[src/rtl/dpb_pkg.sv]
package dpb_pkg;

    localparam int MAX_DIM    = 4096;
    localparam int CNT_W      = $clog2(MAX_DIM);
    localparam int DIM_W      = 13;
    localparam int DEPTH_W    = 16;
    localparam int COLOR_W    = 8;
    localparam int COORD_W    = 24;
    localparam int CENTER_W   = 16;
    localparam int INVF_W     = 24;
    localparam int FMT_W      = 2;
    localparam int MAG_W      = CENTER_W;
    localparam int PROD_W     = MAG_W + DEPTH_W;
    localparam int FULL_W     = PROD_W + INVF_W;
    localparam int FRAC_SHIFT = 28;
    localparam int QUOT_W     = FULL_W - FRAC_SHIFT + 1;

    localparam int CFG_IDX_W  = 3;
    localparam int CFG_DATA_W = 24;

    typedef enum logic [CFG_IDX_W-1:0] {
        REG_CENTER_X     = 3'd0,
        REG_CENTER_Y     = 3'd1,
        REG_INV_FOCAL_X  = 3'd2,
        REG_INV_FOCAL_Y  = 3'd3,
        REG_FRAME_WIDTH  = 3'd4,
        REG_FRAME_HEIGHT = 3'd5,
        REG_PIXEL_FORMAT = 3'd6
    } cfg_reg_t;

    localparam logic [FMT_W-1:0] FMT_RGB8  = 2'd0;
    localparam logic [FMT_W-1:0] FMT_BGR8  = 2'd1;
    localparam logic [FMT_W-1:0] FMT_MONO8 = 2'd2;

    localparam logic [CENTER_W-1:0] RST_CENTER_X = 16'd5112;
    localparam logic [CENTER_W-1:0] RST_CENTER_Y = 16'd3832;
    localparam logic [INVF_W-1:0]   RST_INV_FOCAL = 24'd31957;
    localparam logic [DIM_W-1:0]    RST_WIDTH    = 13'd640;
    localparam logic [DIM_W-1:0]    RST_HEIGHT   = 13'd480;

    localparam logic [COORD_W-1:0] SAT_POS = 24'h7FFFFF;
    localparam logic [COORD_W-1:0] SAT_NEG = 24'h800000;

    typedef struct packed {
        logic load;
        logic mul_a;
        logic mul_b;
        logic emit;
    } dpb_cmd_t;

    typedef struct packed {
        logic out_full;
    } dpb_stat_t;

endpackage

[src/rtl/dpb_ctrl.sv]
module dpb_ctrl (
    input  logic               clk,
    input  logic               rst_n,
    input  logic               in_valid,
    output logic               in_ready,
    input  dpb_pkg::dpb_stat_t stat,
    output dpb_pkg::dpb_cmd_t  cmd
);
    import dpb_pkg::*;

    typedef enum logic [1:0] {
        S_IDLE,
        S_MUL_A,
        S_MUL_B,
        S_EMIT
    } state_t;

    state_t state_reg;
    state_t state_next;

    always_comb
    begin
        state_next = state_reg;
        case (state_reg)
            S_IDLE:
            begin
                if (in_valid)
                begin
                    state_next = S_MUL_A;
                end
            end
            S_MUL_A: state_next = S_MUL_B;
            S_MUL_B: state_next = S_EMIT;
            S_EMIT:
            begin
                // hold until the output register is free
                if (!stat.out_full)
                begin
                    state_next = S_IDLE;
                end
            end
            default: state_next = S_IDLE;
        endcase
    end

    assign in_ready  = (state_reg == S_IDLE);
    assign cmd.load  = (state_reg == S_IDLE) && in_valid;
    assign cmd.mul_a = (state_reg == S_MUL_A);
    assign cmd.mul_b = (state_reg == S_MUL_B);
    assign cmd.emit  = (state_reg == S_EMIT) && !stat.out_full;

    always_ff @(posedge clk or negedge rst_n)
    begin
        if (!rst_n)
        begin
            state_reg <= S_IDLE;
        end
        else
        begin
            state_reg <= state_next;
        end
    end
endmodule

[config.mk]
export PLATFORM = sky130hd
export DESIGN_NAME = dpb_ctrl
export DESIGN_NICKNAME = d
export VERILOG_FILES = /design/src/rtl/dpb_pkg.sv /design/src/rtl/dpb_ctrl.sv
export SDC_FILE = /design/constraint.sdc
export NUM_CORES = 1
export LEC_CHECK = 0
export BUFFER_PORTS_ARGS = -buffer_cell sky130_fd_sc_hd__buf_2
export CORE_AREA = 5 5 42 44
export DETAILED_ROUTE_END_ITERATION = 12
export DIE_AREA = 0 0 47 49
export GPL_TIMING_DRIVEN = 0
export PLACE_DENSITY = 0.37
export SLEW_MARGIN = 30
export SYNTH_ARGS = -nofsm -noshare
export SYNTH_HDL_FRONTEND = slang
export SYNTH_SLANG_ARGS = --single-unit
[constraint.sdc]
create_clock -name clk -period 1 [get_ports clk]
set_input_delay 0 -clock clk [delete_from_list [all_inputs] [get_ports clk]]
set_output_delay 0 -clock clk [all_outputs]
set_load 0.01 [all_outputs]
==> metrics.md <==
| Metric | Value |
|---|---|
| Hold Vio Cnt, Final | 0 |
| Register area share after synthesis | 29.41% |
| Max FFs per register | 2 |
| # diodes | 0 |
| Final critical-path setup slack | -101.8 ps |
| Via count | 171 |
| Routability cong. | 0.6098 |
| Most frequent cells in the layout | buf_2, a21oi_2, clkbuf_4, buf_6 |
| Core area | 0.001401 mm² |
| # DRC | 0 |
| # IOs | 9 |
| Clock slew at reported path FFs | 30 ps |
| Worst reg2reg path endpoint | state_reg[1] |
| Failing checks | negative setup slack |
| R2r worst-path depth | 4 |
| Gate Count Post-Synth | 17 |
| CP max-delay cell | dfrtp_1 |
| Ordered cell list for the critical path | inv_2, ha_4, and2_4, buf_6 |
| Worst setup EP type | output port |
| H-Tree Depth | 1 |
| DR pass1 iterations | 2 |
| TritonCTS Sinks | 2 |
| PwrDens | 3215 mW/mm² |
| Share of the synthesized area in the top cell type | 29.41% |
| Yosys Warn Count | 0 |
| Distinct cell type count after synthesis | 11 |
| Maximum VDD drop | 0.001007 V |
| Mapped Avg Cell Area | 10.01 µm² |
| Tot GR Track Use | 4.087% |
| Unrepaired setup endpoints after global routing | true |
| Effective utilization at floorplan | 12.14% |
| Vias in the first global route | 161 |
| Cell row count | 14 |
| TritonCTS Buffers | 3 |
| Startpoint Class | flop |
| Static leakage | 0.1656 nW |
| Outcome | finished, violations left |
| Critical path type | reg -> out |
| Synthesized area | 170.2 µm² |
| Final setup viols | 7 |
| Tmin final | 1102 ps |
| Met3 WL post-DR | 46 µm |
| Crit path largest cell delay | 400 ps |
| Nets | 42 |
| Final worst-path cycle share | 110.2% |
| Fin. max-slew vios | 0 |
| CP Max Fanout | 4 |
| Max-cap violations | 0 |
| Dpl hpwl | 296.4 µm |
| Worst r2r src | state_reg[0] |
| Initial antenna violation count | 0 |
| DIE AREA | 0.002303 mm² |
| Top cells by area, synth | dfrtp_1, ha_1, nand2b_4 |
| Vias per cell | 3.563 |
| Die width | 47 µm |
| Dominant delay contributor by cell family on the critical path | flip-flops |
| Arrival time worst endpoint | 1100 ps |
| Port bufs | 8 |
| Largest net degree at the start of global routing | 5 |
| ANT nets after route | 0 |
| DR WL/cell | 8.958 µm |
| First-pass GRT wire length | 627 µm |
| FMAX | 907.6 MHz |
| Synth-to-Final Area Change | 102.9% |
| Post-DP Area | 247.7 µm² |
| Place WS | -71.06 ps |
| Crit path required time | 1000 ps |
| Core Util, Final | 24.64% |
| HP Class | in -> async |
| Inst Count DP | 41 |
| Syn Nets | 25 |
| WHS | 89.05 ps |
| Worst slew margin | 90.99% |
| Worst path bufs/invs | 2 |
| Least-Margin Pin Slew | 134.7 ps |
| Top Layer Used | met3 |
| Number of synthesized register bits | 2 |
| Finished Cell Area | 345.3 µm² |
| DRT iter0 DRCs | 6 |
| Routed length on met2 | 218 µm |
| Grt ovf | 0 |
| Longest Clk Path Bufs | 2 |
| CTS tree | built |
| Share of cells above drive strength 1 | 78.13% |
| Clk_skew | 3.298 ps |
| CTS Root Cell | clkbuf_4 |
| Wl on met1 | 165 µm |
| Fillers | 156 |
| Worst skew pair latency | 220 ps |
| Worst setup startpoint | state_reg[0] |
| Non-Filler Instances | 48 |
| Die Span Y | 49 µm |
| WL final | 430 µm |
| Reg2Reg Setup Slack | -70 ps |
| Post-synth top area cell | dfrtp_1 |
| Commonest non-fill, non-tap cell in the layout | buf_2 |
[report_power, final]
part           total (mW)  internal (mW)  switching, mW
clock network       0.175          0.132         0.0427
logic               0.763          0.411          0.352
registers           0.173          0.128         0.0453
[metrics by stage]
stage | power (mW) | setup TNS, ps
2_1_floorplan | 0.5594 | -25.27
3_3_place_gp | 0.6905 | -124.3
3_5_place_dp | 0.6941 | -123.8
4_1_cts | 1.006 | -458.2
5_1_grt | 1.213 | -771.2
6_report | 1.110 | -428.6
[cell type report]
cell class              count  area [µm²]  area share, %
flip-flops and latches      2       50.05          14.49
repair buffers             12       88.84          25.72
clock buffers               3       22.52          6.522
well taps                  16       20.02          5.797
inverters                   2       7.507          2.174
multi-input cells          13       156.4          45.29
[cell families after synthesis]
group,count (synthesis),share of synthesized area [%]
compound gates,4,16.18
fa+ha+maj,4,29.41
buf+inv,2,4.413
flops,2,29.41
simple gates,5,20.59
[routing by layer]
| layer | vias to the layer above | track usage, % |
|---|---|---|
| met4 | 0 | 4.147 |
| met1 | 78 | 4.185 |
| met5 | - | 0 |
| li1 | 87 | - |
| met3 | 0 | 2.583 |
| met2 | 6 | 5.204 |
[how the worst max path moves through the flow]
stage          depth (start not counted)  slack [ps]            to
2_1_floorplan                          5         -20  state_reg[1]
3_3_place_gp                           5         -70  state_reg[1]
3_5_place_dp                           5         -70  state_reg[1]
4_1_cts                                4        -110        cmd[3]
5_1_grt                                4        -150        cmd[3]
6_report                               4        -100        cmd[3]
[worst reg2reg max path: stages (launching register included)]
cell	delay (ps)
dfrtp_1	400
ha_2	220
nand2_4	90
a21oi_2	60
a31o_1	180
[what timing repair did]
item	CTS	global route
endpoints found under the hold margin	2	0
pin swaps	3	1
setup endpoints to repair	7	7
hold buffers	1	0
setup buffers	3	0
gates resized for setup	3	6
[Yosys cell counts]
library cell / n
a31o_1: 1
dfrtp_1: 2
inv_1: 2
a21oi_1: 2
nor2_1: 1
and2_2: 1
nand2b_4: 1
nand2_1: 1
ha_1: 4
a21oi_2: 1
nor2b_1: 1
Note: power is estimated with default switching activity, not from simulation.
